<file path="src/sv/ctp_pkg.sv">
// Package for the countdown timer pool: sizes, request codes and the slot record.
`timescale 1ns / 1ps
`default_nettype none

package ctp_pkg;

  localparam int NUM_SLOTS   = 8;
  localparam int NUM_HANDLES = 16;

  localparam int HANDLE_W = 4;
  localparam int TICK_W   = 32;
  localparam int DUR_W    = 16;

  localparam int SLOT_CNT_W = (NUM_SLOTS > 1) ? $clog2(NUM_SLOTS) : 1;

  localparam logic [DUR_W-1:0] NO_EXPIRY = '1;

  typedef enum logic [1:0] {
    REQ_TICK  = 2'd0,
    REQ_START = 2'd1,
    REQ_QUERY = 2'd2,
    REQ_NEXT  = 2'd3
  } req_t;

  typedef struct packed {
    logic                valid;
    logic [HANDLE_W-1:0] handle;
    logic [TICK_W-1:0]   start;
  } slot_t;

  function automatic logic handle_in_range(input logic [HANDLE_W-1:0] id);
    return {1'b0, id} < (HANDLE_W + 1)'(NUM_HANDLES);
  endfunction

endpackage

`default_nettype wire

</file>
<file path="src/sv/ctp_cell.sv">
// One timer slot cell of the rotating slot chain.
`timescale 1ns / 1ps
`default_nettype none

module ctp_cell
  import ctp_pkg::*;
(
  input  wire logic  clk,
  input  wire logic  rst_n,
  input  wire logic  shift,
  input  wire slot_t slot_in,
  output slot_t      slot_out
);

  logic              valid_r;
  logic [HANDLE_W-1:0] handle_r;
  logic [TICK_W-1:0] start_r;

  // Only the valid bit is cleared; handle and start are read only when valid.
  always_ff @(posedge clk) begin
    if (!rst_n) begin
      valid_r <= 1'b0;
    end else if (shift) begin
      valid_r <= slot_in.valid;
    end
  end

  always_ff @(posedge clk) begin
    if (shift) begin
      handle_r <= slot_in.handle;
      start_r  <= slot_in.start;
    end
  end

  assign slot_out = '{valid: valid_r, handle: handle_r, start: start_r};

endmodule

`default_nettype wire

</file>
<file path="src/sv/countdown_timer_pool.sv">
// Top level of the countdown timer pool: request control, handle store and slot chain.
`timescale 1ns / 1ps
`default_nettype none

// Usage
//   An item is taken at a rising edge where start is high and busy is low. Its fields are
//   in_req_type (tick, start timer, query elapsed, next expiration), in_timer_id and in_ticks.
//   Every item produces exactly one result: out_valid is high for one cycle with out_ok,
//   out_is_elapsed and out_next_ticks; the fields that do not belong to the request read zero.
//   The receiver cannot stall, so a result must be taken in the cycle it is shown.
// Sequencing
//   A tick, a restart of a running handle and a start on a handle out of range answer in the
//   cycle after acceptance. A start on an idle handle and a next-expiration request walk the
//   slot chain once and answer when the walk ends; an elapsed query reads the handle's
//   duration in a finish state after its retirement pass. The walk is set by the chain of
//   slot cells rotating past a single evaluation point, one slot per cycle. busy is high
//   during the walk and the finish state, and a new item may be offered in the cycle its
//   predecessor's result is shown.
// Reset
//   rst_n is synchronous and active low. It clears the tick count, all handle durations and
//   all slot valid bits, and returns the controller to idle. No clearing pass is needed.

module countdown_timer_pool
  import ctp_pkg::*;
(
  input  wire logic                clk,
  input  wire logic                rst_n,

  input  wire logic                start,
  output logic                     busy,
  input  wire logic [1:0]          in_req_type,
  input  wire logic [HANDLE_W-1:0] in_timer_id,
  input  wire logic [DUR_W-1:0]    in_ticks,

  output logic                     out_valid,
  output logic                     out_ok,
  output logic                     out_is_elapsed,
  output logic [DUR_W-1:0]         out_next_ticks
);

  typedef enum logic [2:0] {
    ST_IDLE   = 3'b001,
    ST_SCAN   = 3'b010,
    ST_FINISH = 3'b100
  } state_t;

  state_t state_r, state_nxt;
  req_t   op_r, op_nxt;

  logic [HANDLE_W-1:0]   hid_r, hid_nxt;
  logic [SLOT_CNT_W-1:0] scan_cnt_r, scan_cnt_nxt;
  logic                  claimed_r, claimed_nxt;
  logic [DUR_W-1:0]      best_r, best_nxt;
  logic [TICK_W-1:0]     tick_now_r, tick_now_nxt;

  // Handle durations: a zero duration marks the handle as idle or elapsed.
  logic [DUR_W-1:0] dur_r [NUM_HANDLES];

  logic                out_valid_r, out_valid_nxt;
  logic                out_ok_r, out_ok_nxt;
  logic                out_is_elapsed_r, out_is_elapsed_nxt;
  logic [DUR_W-1:0]    out_next_ticks_r, out_next_ticks_nxt;

  // Slot chain: cell 0 is the evaluation point and the processed slot re-enters at the tail,
  // so after NUM_SLOTS shifts every slot is back in its own cell, visited in slot order.
  slot_t slot_q [NUM_SLOTS];
  slot_t head, head_ret;
  logic  shift;

  logic                rd_in_range;
  logic [HANDLE_W-1:0] rd_addr;
  logic [DUR_W-1:0]    rd_dur;
  logic [TICK_W-1:0]   diff;
  logic [DUR_W-1:0]    el, rem;
  logic                expired;
  logic                last;
  logic                accept;

  logic                wr_en;
  logic [HANDLE_W-1:0] wr_addr;
  logic [DUR_W-1:0]    wr_data;

  assign accept = start && (state_r == ST_IDLE);
  assign busy   = (state_r != ST_IDLE);
  assign shift  = (state_r == ST_SCAN);
  assign head   = slot_q[0];
  assign last   = (scan_cnt_r == SLOT_CNT_W'(NUM_SLOTS - 1));

  for (genvar i = 0; i < NUM_SLOTS; i++) begin : g_cell
    slot_t cell_in;
    if (i == NUM_SLOTS - 1) begin : g_tail
      assign cell_in = head_ret;
    end else begin : g_mid
      assign cell_in = slot_q[i + 1];
    end
    ctp_cell u_cell (
      .clk      (clk),
      .rst_n    (rst_n),
      .shift    (shift),
      .slot_in  (cell_in),
      .slot_out (slot_q[i])
    );
  end

  // One read port on the handle store: the slot at the head while walking the chain,
  // otherwise the requested handle.
  always_comb begin
    case (state_r)
      ST_SCAN:   rd_addr = head.handle;
      ST_FINISH: rd_addr = hid_r;
      default:   rd_addr = in_timer_id;
    endcase
    rd_in_range = handle_in_range(rd_addr);
    rd_dur      = rd_in_range ? dur_r[rd_addr] : '0;
  end

  // Elapsed ticks of the head slot; a wrapped tick count counts as nothing elapsed.
  assign diff    = tick_now_r - head.start;
  assign el      = (tick_now_r < head.start) ? '0 : diff[DUR_W-1:0];
  assign rem     = (el > rd_dur) ? '0 : (rd_dur - el);
  assign expired = head.valid && (el >= rd_dur);

  always_comb begin
    state_nxt          = state_r;
    op_nxt             = op_r;
    hid_nxt            = hid_r;
    scan_cnt_nxt       = scan_cnt_r;
    claimed_nxt        = claimed_r;
    best_nxt           = best_r;
    tick_now_nxt       = tick_now_r;
    head_ret           = head;
    wr_en              = 1'b0;
    wr_addr            = rd_addr;
    wr_data            = '0;
    out_valid_nxt      = 1'b0;
    out_ok_nxt         = 1'b0;
    out_is_elapsed_nxt = 1'b0;
    out_next_ticks_nxt = '0;

    case (state_r)
      ST_IDLE: begin
        if (accept) begin
          op_nxt       = req_t'(in_req_type);
          hid_nxt      = in_timer_id;
          scan_cnt_nxt = '0;
          claimed_nxt  = 1'b0;
          best_nxt     = NO_EXPIRY;
          case (req_t'(in_req_type))
            REQ_TICK: begin
              tick_now_nxt  = tick_now_r + 1'b1;
              out_valid_nxt = 1'b1;
            end
            REQ_START: begin
              if (!rd_in_range) begin
                out_valid_nxt = 1'b1;
              end else begin
                wr_en   = 1'b1;
                wr_data = in_ticks;
                if (rd_dur != '0) begin
                  // Running handle: only its duration changes.
                  out_valid_nxt = 1'b1;
                  out_ok_nxt    = 1'b1;
                end else begin
                  state_nxt = ST_SCAN;
                end
              end
            end
            default: begin
              state_nxt = ST_SCAN;
            end
          endcase
        end
      end

      ST_SCAN: begin
        scan_cnt_nxt = scan_cnt_r + 1'b1;
        case (op_r)
          REQ_START: begin
            if (!head.valid && !claimed_r) begin
              head_ret    = '{valid: 1'b1, handle: hid_r, start: tick_now_r};
              claimed_nxt = 1'b1;
            end
          end
          REQ_QUERY: begin
            if (expired) begin
              head_ret.valid = 1'b0;
              wr_en          = rd_in_range;
            end
          end
          REQ_NEXT: begin
            if (head.valid && (rem < best_r)) begin
              best_nxt = rem;
            end
          end
          default: begin
          end
        endcase
        if (last) begin
          scan_cnt_nxt = '0;
          case (op_r)
            REQ_QUERY: begin
              state_nxt = ST_FINISH;
            end
            REQ_START: begin
              state_nxt     = ST_IDLE;
              out_valid_nxt = 1'b1;
              out_ok_nxt    = claimed_nxt;
            end
            default: begin
              state_nxt          = ST_IDLE;
              out_valid_nxt      = 1'b1;
              out_next_ticks_nxt = best_nxt;
            end
          endcase
        end
      end

      ST_FINISH: begin
        // A handle out of range reads as zero and so reports elapsed.
        state_nxt          = ST_IDLE;
        out_valid_nxt      = 1'b1;
        out_is_elapsed_nxt = (rd_dur == '0);
      end

      default: begin
        state_nxt = ST_IDLE;
      end
    endcase
  end

  always_ff @(posedge clk) begin
    if (!rst_n) begin
      state_r     <= ST_IDLE;
      scan_cnt_r  <= '0;
      claimed_r   <= 1'b0;
      tick_now_r  <= '0;
      out_valid_r <= 1'b0;
    end else begin
      state_r     <= state_nxt;
      scan_cnt_r  <= scan_cnt_nxt;
      claimed_r   <= claimed_nxt;
      tick_now_r  <= tick_now_nxt;
      out_valid_r <= out_valid_nxt;
    end
  end

  always_ff @(posedge clk) begin
    op_r             <= op_nxt;
    hid_r            <= hid_nxt;
    best_r           <= best_nxt;
    out_ok_r         <= out_ok_nxt;
    out_is_elapsed_r <= out_is_elapsed_nxt;
    out_next_ticks_r <= out_next_ticks_nxt;
  end

  always_ff @(posedge clk) begin
    if (!rst_n) begin
      for (int i = 0; i < NUM_HANDLES; i++) begin
        dur_r[i] <= '0;
      end
    end else if (wr_en) begin
      dur_r[wr_addr] <= wr_data;
    end
  end

  assign out_valid      = out_valid_r;
  assign out_ok         = out_ok_r;
  assign out_is_elapsed = out_is_elapsed_r;
  assign out_next_ticks = out_next_ticks_r;

`ifndef ASSERT_OFF
  // A result is only ever shown once the controller is back at idle.
  a_result_when_idle: assert property (@(posedge clk) disable iff (!rst_n)
    out_valid |-> !busy)
    else $error("result shown while busy");

  // Every accepted item either answers at once or keeps the block busy.
  a_accept_progress: assert property (@(posedge clk) disable iff (!rst_n)
    (rst_n && start && !busy) |=> (out_valid || busy))
    else $error("accepted item lost");

  // The walk counter rests at zero whenever the chain is not walking.
  a_count_rest: assert property (@(posedge clk) disable iff (!rst_n)
    (state_r != ST_SCAN) |-> (scan_cnt_r == '0))
    else $error("walk counter not at rest");

  // The tick count moves only on an accepted tick.
  a_tick_stable: assert property (@(posedge clk) disable iff (!rst_n)
    (rst_n && !(start && !busy && (in_req_type == REQ_TICK))) |=> $stable(tick_now_r))
    else $error("tick count changed without a tick");
`endif

endmodule

`default_nettype wire
</file>
<file path="config.mk">
export PLATFORM = sky130hd
export DESIGN_NAME = countdown_timer_pool
export DESIGN_NICKNAME = d
export VERILOG_FILES = /design/src/sv/ctp_pkg.sv /design/src/sv/ctp_cell.sv /design/src/sv/countdown_timer_pool.sv
export SDC_FILE = /design/constraint.sdc
export NUM_CORES = 1
export LEC_CHECK = 0
export ABC_AREA = 0
export CORE_ASPECT_RATIO = 0.75
export CORE_MARGIN = 5
export CORE_UTILIZATION = 40
export DETAILED_ROUTE_END_ITERATION = 10
export DONT_BUFFER_PORTS = 1
export SETUP_SLACK_MARGIN = 0.4
export SYNTH_ARGS = -nofsm -noshare
export SYNTH_HDL_FRONTEND = slang
export SYNTH_HIERARCHICAL = 1
export SYNTH_SLANG_ARGS = --single-unit
</file>
<file path="constraint.sdc">
create_clock -name clk -period 14.3 [get_ports clk]
set_input_delay 0.715 -clock clk [delete_from_list [all_inputs] [get_ports clk]]
set_output_delay 0.715 -clock clk [all_outputs]
set_load 0.1 [all_outputs]
</file>
== Word level (Yosys, flattened, before mapping) ==
Memories as Yosys holds them, arrays and structs flattened.
Index checks and enable logic that the tools add are counted.

* $add $sub $neg: 4
* Multipliers: 0
* Divide/modulo/power cells: 0
* $lt $le $gt $ge: 4
* Eq/ne operators: 13
* Shift-type cells: 0
* Mux-type cells: 50
* Bitwise logic cells: 2
* Reductions and logical operators: 16

{| class="wikitable"
|+ Operators by type and width
! cell !! count
|-
| 16-bit two-way mux || 9
|-
| 37-bit two-way mux || 1
|-
| 36-bit two-way mux || 1
|-
| 32-bit by 1-bit adder with 32-bit output, second input constant || 1
|-
| 32-bit < comparator || 1
|-
| 16-bit case mux with 2 select lines || 1
|-
| 16-bit subtractor || 2
|-
| 1-bit two-way mux || 21
|-
| 3-bit two-way mux || 6
|-
| 3-bit case mux with 2 select lines || 3
|-
| 16-bit >= comparator || 1
|-
| 16-bit greater-than comparator || 1
|-
| 16-bit zero test || 1
|-
| 16-bit < comparator || 1
|-
| 16-bit nonzero test || 1
|-
| 16-bit OR reduction || 1
|-
| 1-bit case mux with 2 select lines || 5
|-
| 4-bit case mux with 2 select lines || 1
|-
| 3-bit equality test, second input constant || 2
|-
| 2-bit inequality test, second input constant || 3
|-
| 2-bit by 1-bit equality test with 1-bit output, second input constant || 2
|-
| 2-bit equality test, second input constant || 2
|-
| 1-bit logical AND || 4
|-
| 4-bit two-way mux || 1
|-
| other kinds (14) || 17
|}

* Register bits: 376
* Bits in latches: 0
* Memory bits (writable): 256
* Bits in read-only memories: 0
* Input bits: 25
* Output and inout bits: 20
* Word-level logic and storage cells: 125
* Memories: 1

{| class="wikitable"
|+ Memories
! memory !! depth !! bits a word !! read ports !! clocked after Yosys merged registers in !! write ports !! RTL line !! source
|-
| dur_r || 16 || 16 || 1 || 0 || 16 || countdown_timer_pool.sv:57 || <nowiki>logic [DUR_W-1:0] dur_r [NUM_HANDLES];</nowiki>
|}

== Depth between registers and ports, before layout ==
Gate-level depths: netlist (run 1).
An unclocked memory read counts as a cell.

* Depth after elaboration: 13
* Depth in mapped cells: 37
* Gate-level depth less buffers: 35

== By module ==
The synthesis (run 1) kept the hierarchy.

{| class="wikitable"
|+ Modules (own cells, without submodules)
! module !! times used !! cells an instance !! area each (µm²) !! seq. area each (µm²)
|-
| countdown_timer_pool || 1 || 1744 || 17923.4 || 9509.1
|-
| ctp_cell || 8 || 40 || 1124.8 || 1101.1
|}

== Worst setup path before layout (run 1) ==
No wires, ideal clock.

* Path type: register -> register
* Start point: register state_r[1]
* End point: register g_cell[0].u_cell.valid_r
* Setup time: 0.146 ns
* Data arrival time: 10.225 ns
* Data required time: 14.154 ns
* Path slack: 3.928 ns
* Cell stages (with the launch flop): 9
* Buffers on the path: 3
* Period minus slack after synthesis: 10.372 ns
* Cell sequence: dfxtp_1 -> buf_2 -> nor2b_4 -> nand2_1 -> inv_1 -> clkbuf_1 -> clkbuf_1 -> mux2i_1 -> nor2b_1

* Cells in the longest elaborated chain, start to end: 1

{| class="wikitable"
|+ Ends and longest elaborated chain
! item !! RTL line !! source
|-
| start: declaration || countdown_timer_pool.sv:47 || <nowiki>state_t state_r, state_nxt;</nowiki>
|-
| start signal: assignment || countdown_timer_pool.sv:239 || <nowiki>state_r <= state_nxt;</nowiki>
|-
| 3-bit by 2-bit equality test with 1-bit output || countdown_timer_pool.sv:85 || <nowiki>assign shift = (state_r == ST_SCAN);</nowiki>
|-
| named net shift || countdown_timer_pool.sv:68 || <nowiki>logic shift;</nowiki>
|-
| end signal: assignment || ctp_cell.sv:24 || <nowiki>valid_r <= slot_in.valid;</nowiki>
|-
| end: declaration || ctp_cell.sv:15 || <nowiki>logic valid_r;</nowiki>
|}

The timed path passes the listed nets, and every way through them passes these cells.
A chain may end at the register's enable or synchronous reset.

== Final worst setup path (run 1) ==
* Start point: register tick_now_r[0]
* End point: register best_r[3], data pin

* Cells in the longest elaborated chain, start to end: 9
* Elaborated cells on any way between the ends: 11
* Those cells by class: add/sub (2); order compare (3); mux (5); reduce/logical (1)

{| class="wikitable"
|+ Ends and longest elaborated chain
! item !! RTL line !! source
|-
| start: declaration || countdown_timer_pool.sv:54 || <nowiki>logic [TICK_W-1:0] tick_now_r, tick_now_nxt;</nowiki>
|-
| start signal: assignment || countdown_timer_pool.sv:242 || <nowiki>tick_now_r <= tick_now_nxt;</nowiki>
|-
| 32-bit < comparator / 16-bit subtractor (equally long branches) || countdown_timer_pool.sv:119, countdown_timer_pool.sv:118 ||
|-
| 16-bit two-way mux * || countdown_timer_pool.sv:119 || <nowiki>assign el = (tick_now_r < head.start) ? '0 : diff[DUR_W-1:0];</nowiki>
|-
| 16-bit subtractor / 16-bit greater-than comparator (equally long branches) || countdown_timer_pool.sv:120 || <nowiki>assign rem = (el > rd_dur) ? '0 : (rd_dur - el);</nowiki>
|-
| 16-bit two-way mux * || countdown_timer_pool.sv:120 ||
|-
| 16-bit < comparator || countdown_timer_pool.sv:191 || <nowiki>if (head.valid && (rem < best_r)) begin</nowiki>
|-
| 1-bit logical AND || countdown_timer_pool.sv:191 ||
|-
| 16-bit two-way mux * || countdown_timer_pool.sv:191 ||
|-
| 16-bit two-way mux * || countdown_timer_pool.sv:177 || <nowiki>case (op_r)</nowiki>
|-
| 16-bit case mux with 2 select lines * || countdown_timer_pool.sv:140 || <nowiki>case (state_r)</nowiki>
|-
| end signal: assignment || countdown_timer_pool.sv:250 || <nowiki>best_r <= best_nxt;</nowiki>
|-
| end: declaration || countdown_timer_pool.sv:53 || <nowiki>logic [DUR_W-1:0] best_r, best_nxt;</nowiki>
|}

Mark *: on every way between the ends. The rest lies on a longest branch, timed or not.

==> results of run 1 <==
## worst max-delay path: cells and delay by family (launching register included)
kind | cells | cell delay [ns]
compound gates | 19 | 5.29
fa+ha+maj | 4 | 1.15
buf+inv | 2 | 0.15
flops | 1 | 0.36
mux | 1 | 0.35
simple gates | 7 | 0.78
## logic make-up after synthesis
family | count (synthesis)
buffers and inverters | 163
AO/OA/AOI/OAI | 246
adder cells (fa/ha/maj) | 71
AND/OR/NAND/NOR | 803
flip-flops | 632
multiplexers | 103
XOR/XNOR | 46
## where the power goes
part	internal, W	switching, W	leakage [nW]	total (W)
Clock	0.000923	0.000709	0.969	0.00163
Combinational	0.0000960	0.000214	3.35	0.000310
Sequential	0.00203	0.0000122	5.94	0.00204
## worst max-delay path by stage
stage	start	to	slack, ns	cells after the start
2_1_floorplan	state_r[1]	g_cell[0].u_cell/valid_r	3.93	8
3_3_place_gp	tick_now_r[0]	best_r[4]	6.11	34
3_5_place_dp	state_r[1]	best_r[12]	6.00	27
4_1_cts	state_r[1]	best_r[4]	5.94	27
5_1_grt	tick_now_r[0]	best_r[3]	5.10	33
6_report	tick_now_r[0]	best_r[3]	5.90	33
## per-stage QoR
| stage | area [µm²] | setup WS, ns | utilization, % | total power (W) |
|---|---|---|---|---|
| 6_report | 29600 | 5.90 | 44.3 | 0.00398 |
| 3_3_place_gp | 27600 | 6.11 | 41.3 | 0.00238 |
| 5_1_grt | 29600 | 5.10 | 44.3 | 0.00413 |
| 3_5_place_dp | 27600 | 6.00 | 41.3 | 0.00238 |
| 4_1_cts | 29600 | 5.94 | 44.3 | 0.00402 |
| 2_1_floorplan | 26900 | 3.93 | - | 0.00229 |
## per-layer routing
layer / wire length [µm] / global-route usage, % / vias up
met5: 0 / 0 / -
met2: 25000 / 22.7 / 608
met3: 6160 / 4.26 / 111
met4: 1550 / 4.72 / 0
li1: - / - / 7408
met1: 31100 / 27.8 / 7957
## final cells by class
type                            count  area [µm²]  area share [%]
Clock buffer                       69        1550            5.22
Timing Repair Buffer               12         103           0.347
Antenna cell                        1        2.50         0.00845
Multi-Input combinational cell   1269        7790            26.3
Clock inverter                     44         484            1.64
Tap cell                          882        1100            3.73
Sequential cell                   632       18300            61.9
Inverter                           66         255           0.862
## synth_stat cells, drive strengths merged, types with 4 or more instances
master | instances | area [µm²]
nor2 | 317 | 1190
a21boi | 13 | 97.6
o21ai | 66 | 338
xnor2 | 32 | 280
a221o | 8 | 80.1
o21a | 6 | 52.6
nand2 | 270 | 1070
buf | 55 | 417
or3 | 12 | 75.1
ha | 69 | 863
inv | 66 | 248
mux2 | 14 | 158
mux2i | 89 | 891
dfxtp | 66 | 1320
clkbuf | 42 | 158
edfxtp | 566 | 17000
and3 | 38 | 243
nor2b | 21 | 139
a31oi | 11 | 68.8
nor3 | 30 | 204
a22oi | 11 | 82.6
nor4 | 6 | 43.8
and2 | 29 | 181
a21o | 14 | 105
nand2b | 11 | 68.8
and4 | 4 | 35.0
a211o | 4 | 35.0
a211oi | 6 | 87.6
a32oi | 12 | 113
a22o | 8 | 70.1
nand3 | 43 | 225
o2111ai | 5 | 61.3
a21oi | 42 | 218
o32ai | 5 | 43.8
o22ai | 5 | 31.3
xor2 | 14 | 123
nand4 | 12 | 75.1
## registers in the layout (all words and copies together) (netlist names), 2 cells and up
register	count
best_r	16
dur_r	256
g_cell.u_cell/handle_r	32
g_cell.u_cell/start_r	256
g_cell.u_cell/valid_r	8
hid_r	4
op_r	2
out_next_ticks	16
scan_cnt_r	3
state_r	3
tick_now_r	32
==> impl_metrics.yaml, run 1 <==
detailed_routing:
  drc: 0
  drt-pass1-iter-count: 5
  vias_per_cell: 5.41
  initialDrtViolationCount: 1751
  num_vias: 16100
  wl_per_cell_um: 21.4
  finalWirelength_um: 63800
  drtAntennaViolNets: 0
floorplanning:
  start_util_pct: 40.3
  die-area_mm2: 0.0726
  rows: 82
  die_h_um: 235
  die_w_um: 310
  ioPinCount: 45
  core-area_mm2: 0.0668
sta:
  fmax_ghz: 0.119
  final-hold-violation-count: 0
  worst_hold_slack_ns: 0.152
  tightest_slew_ns: 1.21
  min_period_ns: 8.40
  clock-skew-final_ns: 0.0367
  tns_ns: 0
  slew_headroom_pct: 19.2
  rsz0062_at_grt: "false"
  slew_viol_final: 0
  fin_crit_sh_pct: 58.7
  setup-violations-final: 0
synth:
  synth_compound_area_share_pct: 6.59
  syn_inst: 2064
  ys_seq_area_share_pct: 68.0
  synth_mux_area_share_pct: 3.89
  ys_ff_latch: 632
  postSynth.asyncResetShare_pct: 0
  synth_top_family_by_area: "simple AND/OR/NAND/NOR gates"
  synthXorXnorAreaFrac_pct: 1.50
  synth-edff-count: 566
  syn_avg_cell_area_um2: 13.0
  synthAdderAreaFrac_pct: 3.36
  synth_nets: 2160
  yosys_warnings: 6
  synth-simple-area-share_pct: 13.6
  synth_cell_types: 88
  synth_area_mm2: 0.0269
  synth_ff_type: "edfxtp_1"
worst_setup_path:
  worst_ep_arrival_time_ns: 8.74
  startpoint_type: "flop"
  required_ns: 14.64
  r2r_slack_ns: 5.90
  crit_type: "flop to flop"
  cp-end-kind: "flop"
  rr_worst_depth: 33
  crit_path_max_incr_delay_ns: 0.88
  timing.rr.end: "best_r[3]"
  crit_fanout: 16
  worstReg2RegStart: "tick_now_r[0]"
  cp_slowest_cell: "a21oi_2"
cts:
  cts_tree: "yes"
  clock_latency_ns: 0.66
  htree_levels: 2
  cts_setup_buffers: 0
  numCtsBuffers: 60
  cts_max_path_buffers: 3
  clk_pin_slew_ns: 0.06
  cts_resized: 0
  cts_hold_buf: 0
  cts.sinks: 632
  clockRootBuffer: "clkbuf_16"
placed_design:
  hpwl_um: 40600
  dp_cells: 2861
  portBuffers: 0
  gp_congestion: 0.869
cells_and_area:
  area_growth_pct: 9.95
  final_nets: 2137
  mostFrequentLayoutCells: "edfxtp_1 (566), nor2_1 (316), nand2_1 (254)"
  final_common_cell: "edfxtp_1"
  instances_no_fill: 2975
  fillers: 5981
  layout-drive-gt1-share_pct: 7.84
run_status:
  status: "completed"
run:
  max_cap_viol_count: 0
grt:
  grt_max_degree: 197
  antenna_found_initial: 2
  grt_pass1_wl_um: 96100
  grt_usage_pct: 17.2
  grt_pass1_vias: 15300
  grt.overflow.total: 0
hold_path:
  hold_path_end: "hid_r[3]"
  hp-class: "input port to flop"
  min_from: "in_timer_id[3]"
  min_path_cells: 0
power:
  p_per_area_mw_per_mm2: 135
  cellLeakagePower_nw: 10.3
  peakVddDrop_mv: 0.0959
No activity file was read; power rests on OpenSTA's default activity.
==> inputs of run 2 (changes only) <==
--- a/config.mk
+++ b/config.mk
@@ -5,7 +5,7 @@
 export SDC_FILE = /design/constraint.sdc
 export NUM_CORES = 1
 export LEC_CHECK = 0
-export ABC_AREA = 0
+export ABC_AREA = 1
 export CORE_ASPECT_RATIO = 0.75
 export CORE_MARGIN = 5
 export CORE_UTILIZATION = 40
==> constraint.sdc (replaced) <==
create_clock -name clk -period 8.43 [get_ports clk]
set_input_delay 0.4215 -clock clk [delete_from_list [all_inputs] [get_ports clk]]
set_output_delay 0.4215 -clock clk [all_outputs]
set_load 0.1 [all_outputs]
==> impl_metrics.yaml, run 2 <==
sta:
  tightest_slew_ns: 1.12
  fin_crit_sh_pct: 85.0
  tns_ns: 0
  rsz0062_at_grt: "false"
  finalWorstSetupSlack_ns: 1.27
  min_period_ns: 7.16
  slew_viol_final: 0
  fmax_ghz: 0.140
  slew_headroom_pct: 25.1
  setup-violations-final: 0
  clock-skew-final_ns: 0.0187
  final-hold-violation-count: 0
worst_setup_path:
  startpoint_type: "flop"
  crit_fanout: 17
  required_ns: 8.79
  path_delay_family: "simple AND/OR/NAND/NOR gates"
  cp_slowest_cell: "nand2_2"
  crit_buf_inv: 4
  rr_worst_depth: 36
  r2r_slack_ns: 1.27
  worstReg2RegStart: "tick_now_r[0]"
  crit_type: "flop to flop"
  crit_cells: 36
  crit_path_max_incr_delay_ns: 0.43
  worst_ep_arrival_time_ns: 7.52
  crit_top_cell: "nand2_1"
  cp-end-kind: "flop"
  startpoint: "tick_now_r[0]"
  timing.rr.end: "best_r[13]"
  crit_path_end: "best_r[13]"
detailed_routing:
  vias_per_cell: 5.10
  initialDrtViolationCount: 1895
  wl_met3_um: 7110
  drc: 0
  finalWirelength_um: 67200
  wl_met1_um: 31900
  top_layer: "met5"
  route.met2.wl_um: 26700
  num_vias: 18700
  drt-pass1-iter-count: 7
  wl_per_cell_um: 18.4
  drtAntennaViolNets: 0
floorplanning:
  ioPinCount: 45
  die_h_um: 240
  core-area_mm2: 0.0699
  start_util_pct: 40.3
  die-area_mm2: 0.0758
  die_w_um: 316
  rows: 84
synth:
  syn_avg_cell_area_um2: 10.5
  yosys_warnings: 6
  synth_area_mm2: 0.0281
  syn_inst: 2692
  synthDominantCellAreaShare_pct: 60.4
  synthTopCellsByArea: "edfxtp_1 (60%), nand2_1 (11%), nor2_1 (4.7%), dfxtp_1 (4.7%), ha_1 (3.1%)"
  yosys.area.top_type: "edfxtp_1"
  ys_seq_area_share_pct: 65.1
  yosysMostFrequentCell: "nand2_1"
  ys_ff_latch: 632
  synth-edff-count: 566
  synth_cell_types: 52
  postSynth.asyncResetShare_pct: 0
  synth_nets: 2788
  synth_common_cells: "nand2_1 (803), edfxtp_1 (566), nor2_1 (354)"
  synth_ff_type: "edfxtp_1"
placed_design:
  place_ws_ns: 1.26
  hpwl_um: 43200
  portBuffers: 0
  gp_congestion: 0.904
cells_and_area:
  fillers: 6531
  final_common_cell: "nand2_1"
  final_nets: 2750
  area_growth_pct: 9.50
  mostFrequentLayoutCells: "nand2_1 (802), edfxtp_1 (566), nor2_1 (353)"
  layout-drive-gt1-share_pct: 6.25
  reg_top3: "dur_r x256, g_cell.u_cell/start_r x256"
power:
  cellLeakagePower_nw: 11.9
  peakVddDrop_mv: 0.150
  p_per_area_mw_per_mm2: 250
  finalPower_w: 0.00769
run_status:
  status: "completed"
grt:
  grt_pass1_wl_um: 102000
  grt.overflow.total: 0
  grt_usage_pct: 17.4
  antenna_found_initial: 3
  grt_max_degree: 98
  grt_pass1_vias: 17400
cts:
  cts_tree: "yes"
  numCtsBuffers: 60
  htree_levels: 2
  cts_setup_buffers: 0
  cts.sinks: 632
  clockRootBuffer: "clkbuf_16"
  clock_latency_ns: 0.64
  cts_max_path_buffers: 3
  clk_pin_slew_ns: 0.07
hold_path:
  hp-class: "input port to flop"
run:
  max_cap_viol_count: 0
==> run 2: routing by layer <==
layer  vias to the layer above  GRT usage [%]
met4                         4           4.33
met3                       108           4.80
li1                       8885              -
met1                      8927           27.5
met2                       733           23.4
met5                         -              0
==> run 2: how the worst min path moves through the flow <==
stage	depth (start not counted)	slack, ns	startpoint	endpoint
floorplan	0	0.40	g_cell[1].u_cell/handle_r[0]	g_cell[0].u_cell/handle_r[0]
global placement	0	0.40	g_cell[1].u_cell/start_r[30]	g_cell[0].u_cell/start_r[30]
detailed placement	0	0.40	g_cell[1].u_cell/handle_r[1]	g_cell[0].u_cell/handle_r[1]
CTS	3	0.04	in_req_type[0]	tick_now_r[3]
global route	3	0.06	in_req_type[0]	tick_now_r[3]
finish	3	0.07	in_req_type[0]	tick_now_r[3]
==> run 2: power breakdown <==
group / internal, W / total (W) / leakage [nW] / switching (W)
registers: 0.00366 / 0.00372 / 5.95 / 0.0000662
logic: 0.000329 / 0.00130 / 5.06 / 0.000967
clock network: 0.00148 / 0.00267 / 0.924 / 0.00118
total: 0.00547 / 0.00769 / 11.9 / 0.00222
==> run 2: logic make-up after synthesis <==
kind of cell             count (synthesis)  share of synthesized area (%)
XOR/XNOR                                15                          0.467
adder cells (fa/ha/maj)                 71                           3.21
multiplexers                             1                         0.0400
AND/OR/NAND/NOR                       1424                           21.8
buffers and inverters                  358                           5.69
flip-flops                             632                           65.1
AO/OA/AOI/OAI                          191                           3.71
==> run 2: final cells by class <==
class / count / area (µm²) / area share (%)
Antenna cell: 5 / 12.5 / 0.0406
Clock inverter: 23 / 292 / 0.946
Clock buffer: 89 / 1640 / 5.32
Multi-Input combinational cell: 1702 / 8250 / 26.8
Inverter: 233 / 888 / 2.88
Timing Repair Buffer: 25 / 228 / 0.739
Sequential cell: 632 / 18300 / 59.5
Tap cell: 946 / 1180 / 3.84
==> run 2: repair_timing <==
item,CTS,global route
hold buffers,7,0
setup endpoints to repair,0,16
endpoints found under the hold margin,34,0
resized for setup,0,1
==> run 2: stage by stage <==
step | area (µm²) | std cells | hold slack, ns | util (%)
after global placement | 28800 | 3531 | 0.400 | 41.2
after floorplan | 28100 | 2692 | 0.400 | -
after detailed placement | 28800 | 3531 | 0.405 | 41.2
final | 30800 | 3655 | 0.0659 | 44.1
after CTS | 30800 | 3650 | 0.0356 | 44.1
after global routing | 30800 | 3650 | 0.0614 | 44.1
==> run 2: worst register-to-register path, delay by kind of cell, from the launching register on <==
| family | cells | cell delay [ns] |
|---|---|---|
| compound gates | 12 | 2.51 |
| fa+ha+maj | 4 | 1.10 |
| buf+inv | 4 | 0.32 |
| flops | 1 | 0.38 |
| simple gates | 16 | 2.58 |
==> inputs of run 3 (changes only) <==
==> constraint.sdc (replaced) <==
create_clock -name clk -period 6.2 [get_ports clk]
set_input_delay 0.31 -clock clk [delete_from_list [all_inputs] [get_ports clk]]
set_output_delay 0.31 -clock clk [all_outputs]
set_load 0.1 [all_outputs]
==> impl_metrics.yaml, run 3 (synthesis results as in run 2) <==
floorplanning:
  rows: 84
  start_util_pct: 40.3
  core-area_mm2: 0.0699
  die_w_um: 316
  die_h_um: 240
  die-area_mm2: 0.0758
  ioPinCount: 45
power:
  cellLeakagePower_nw: 12.5
  finalPower_w: 0.0110
  comb_power_share_pct: 18.1
  internal_power_w: 0.00778
  seq_power_share_pct: 46.2
  p_per_area_mw_per_mm2: 342
  p_switching_w: 0.00319
  peakVddDrop_mv: 0.221
  clkPwrFrac_pct: 35.8
  swShare_pct: 29.1
worst_setup_path:
  crit_type: "flop to flop"
  crit_fanout: 16
  worst_ep_arrival_time_ns: 5.79
  required_ns: 6.51
  cp-end-kind: "flop"
  r2r_slack_ns: 0.72
  crit_path_max_incr_delay_ns: 0.38
  startpoint_type: "flop"
  cp_slowest_cell: "ha_1"
sta:
  clock-skew-final_ns: 0.0426
  setup-violations-final: 0
  worst_hold_slack_ns: 0.0556
  tns_ns: 0
  slew_viol_final: 0
  min_period_ns: 5.48
  final-hold-violation-count: 0
  fin_crit_sh_pct: 88.4
  fmax_ghz: 0.182
  slew_headroom_pct: 24.0
  tightest_slew_ns: 1.14
  rsz0062_at_grt: "false"
grt:
  antenna_found_initial: 7
  grt_usage_pct: 17.3
  grt_pass1_vias: 17600
  met1_usage_pct: 27.0
  grt_pass1_wl_um: 102000
  grt.overflow.total: 0
  grt_max_degree: 185
  met2_usage_pct: 24.0
  busiest_layer: "met1"
  grt_util_met3_pct: 4.52
run_status:
  status: "completed"
cells_and_area:
  multi_input_area_mm2: 0.00856
  fillers: 6401
  seqCellArea_mm2: 0.0183
  layout-drive-gt1-share_pct: 11.2
  final_nets: 2839
  final_common_cell: "nand2_1"
  mostFrequentLayoutCells: "nand2_1 (796), edfxtp_1 (566), nor2_1 (349)"
  finish.utilization_pct: 45.9
  reg_top3: "dur_r x256, g_cell.u_cell/start_r x256"
  area_growth_pct: 14.1
hold_path:
  hp-class: "input port to flop"
cts:
  clockRootBuffer: "clkbuf_16"
  cts_tree: "yes"
  clk_pin_slew_ns: 0.06
  cts.sinks: 632
  htree_levels: 3
  numCtsBuffers: 67
  cts_max_path_buffers: 3
  clock_latency_ns: 0.63
detailed_routing:
  drc: 0
  initialDrtViolationCount: 2151
  finalWirelength_um: 67800
  num_vias: 18800
  wl_per_cell_um: 18.1
  drtAntennaViolNets: 0
  drt-pass1-iter-count: 5
  vias_per_cell: 5.03
placed_design:
  hpwl_um: 43700
  portBuffers: 0
  gp_congestion: 0.866
run:
  max_cap_viol_count: 0
run 3: cell types whose count changed in the layout (fill, tap and decap cells not counted), moves of 5 or more:
cell | previous run | this run
buf_4 | 17 | 83
a21oi_1 | 76 | 67
clkbuf_16 | 60 | 69
o21ai_0 | 76 | 67
a21oi_2 | 2 | 10
clkbuf_1 | 26 | 18
ha_1 | 69 | 62
dlygate4sd3_1 | 6 | 12
nand2_1 | 802 | 796
o21ai_2 | 0 | 6
ha_4 | 0 | 5
nor2_2 | 15 | 20
run 3: area by class of cell:
| cell class | instances | area share (%) |
|---|---|---|
| well taps | 946 | 3.69 |
| diodes | 3 | 0.0234 |
| clock buffers | 91 | 5.73 |
| flip-flops and latches | 632 | 57.1 |
| multi-input cells | 1703 | 26.7 |
| clock inverters | 33 | 1.08 |
| inverters | 233 | 2.78 |
| repair buffers | 106 | 2.92 |
run 3: what timing repair did:
action                                  4_1_cts  5_1_grt
buffers inserted                              1       36
pin swaps                                     3       28
endpoints found under the hold margin        35        2
resized for setup                            21       63
hold buffers                                 10        3
endpoints found under the setup margin      322      494
cloned                                        2        1
run 3: power groups by stage:
stage	logic [W]	clock network, W	registers, W
final	0.00198	0.00392	0.00506
after global routing	0.00217	0.00420	0.00509
after CTS	0.00180	0.00402	0.00507
after detailed placement	0.00175	0	0.00515
after global placement	0.00172	0	0.00514
after floorplan	0.00126	0	0.00516
run 3: routing by layer:
layer / share of wire [%] / vias up
met5: 0.052 / -
met4: 2.1 / 6
met3: 8.9 / 111
met2: 40 / 636
met1: 49 / 9013
li1: - / 9079
run 3: worst paths after layout:
kind,start,to,depth (start not counted)
worst max-delay path,tick_now_r[0],best_r[4],35
worst min register to register,g_cell[4].u_cell/start_r[7],g_cell[3].u_cell/start_r[7],0
worst max register to register,tick_now_r[0],best_r[4],35
worst min-delay path,in_req_type[0],state_r[0],4
run 3: metrics by stage:
step | area, µm² | std cells | setup WS (ns)
floorplan | 28200 | 2692 | 0.407
global placement | 29100 | 3567 | 0.127
global route | 32100 | 3747 | 0.347
detailed placement | 29100 | 3567 | -0.294
finish | 32100 | 3747 | 0.717
CTS | 31500 | 3704 | 0.411
run 3: critical path, delay by kind of cell, from the launching register on:
kind | cells | cell delay (ns)
compound gates | 10 | 1.42
buf+inv | 6 | 0.64
fa+ha+maj | 4 | 1.06
flops | 1 | 0.35
simple gates | 15 | 1.72
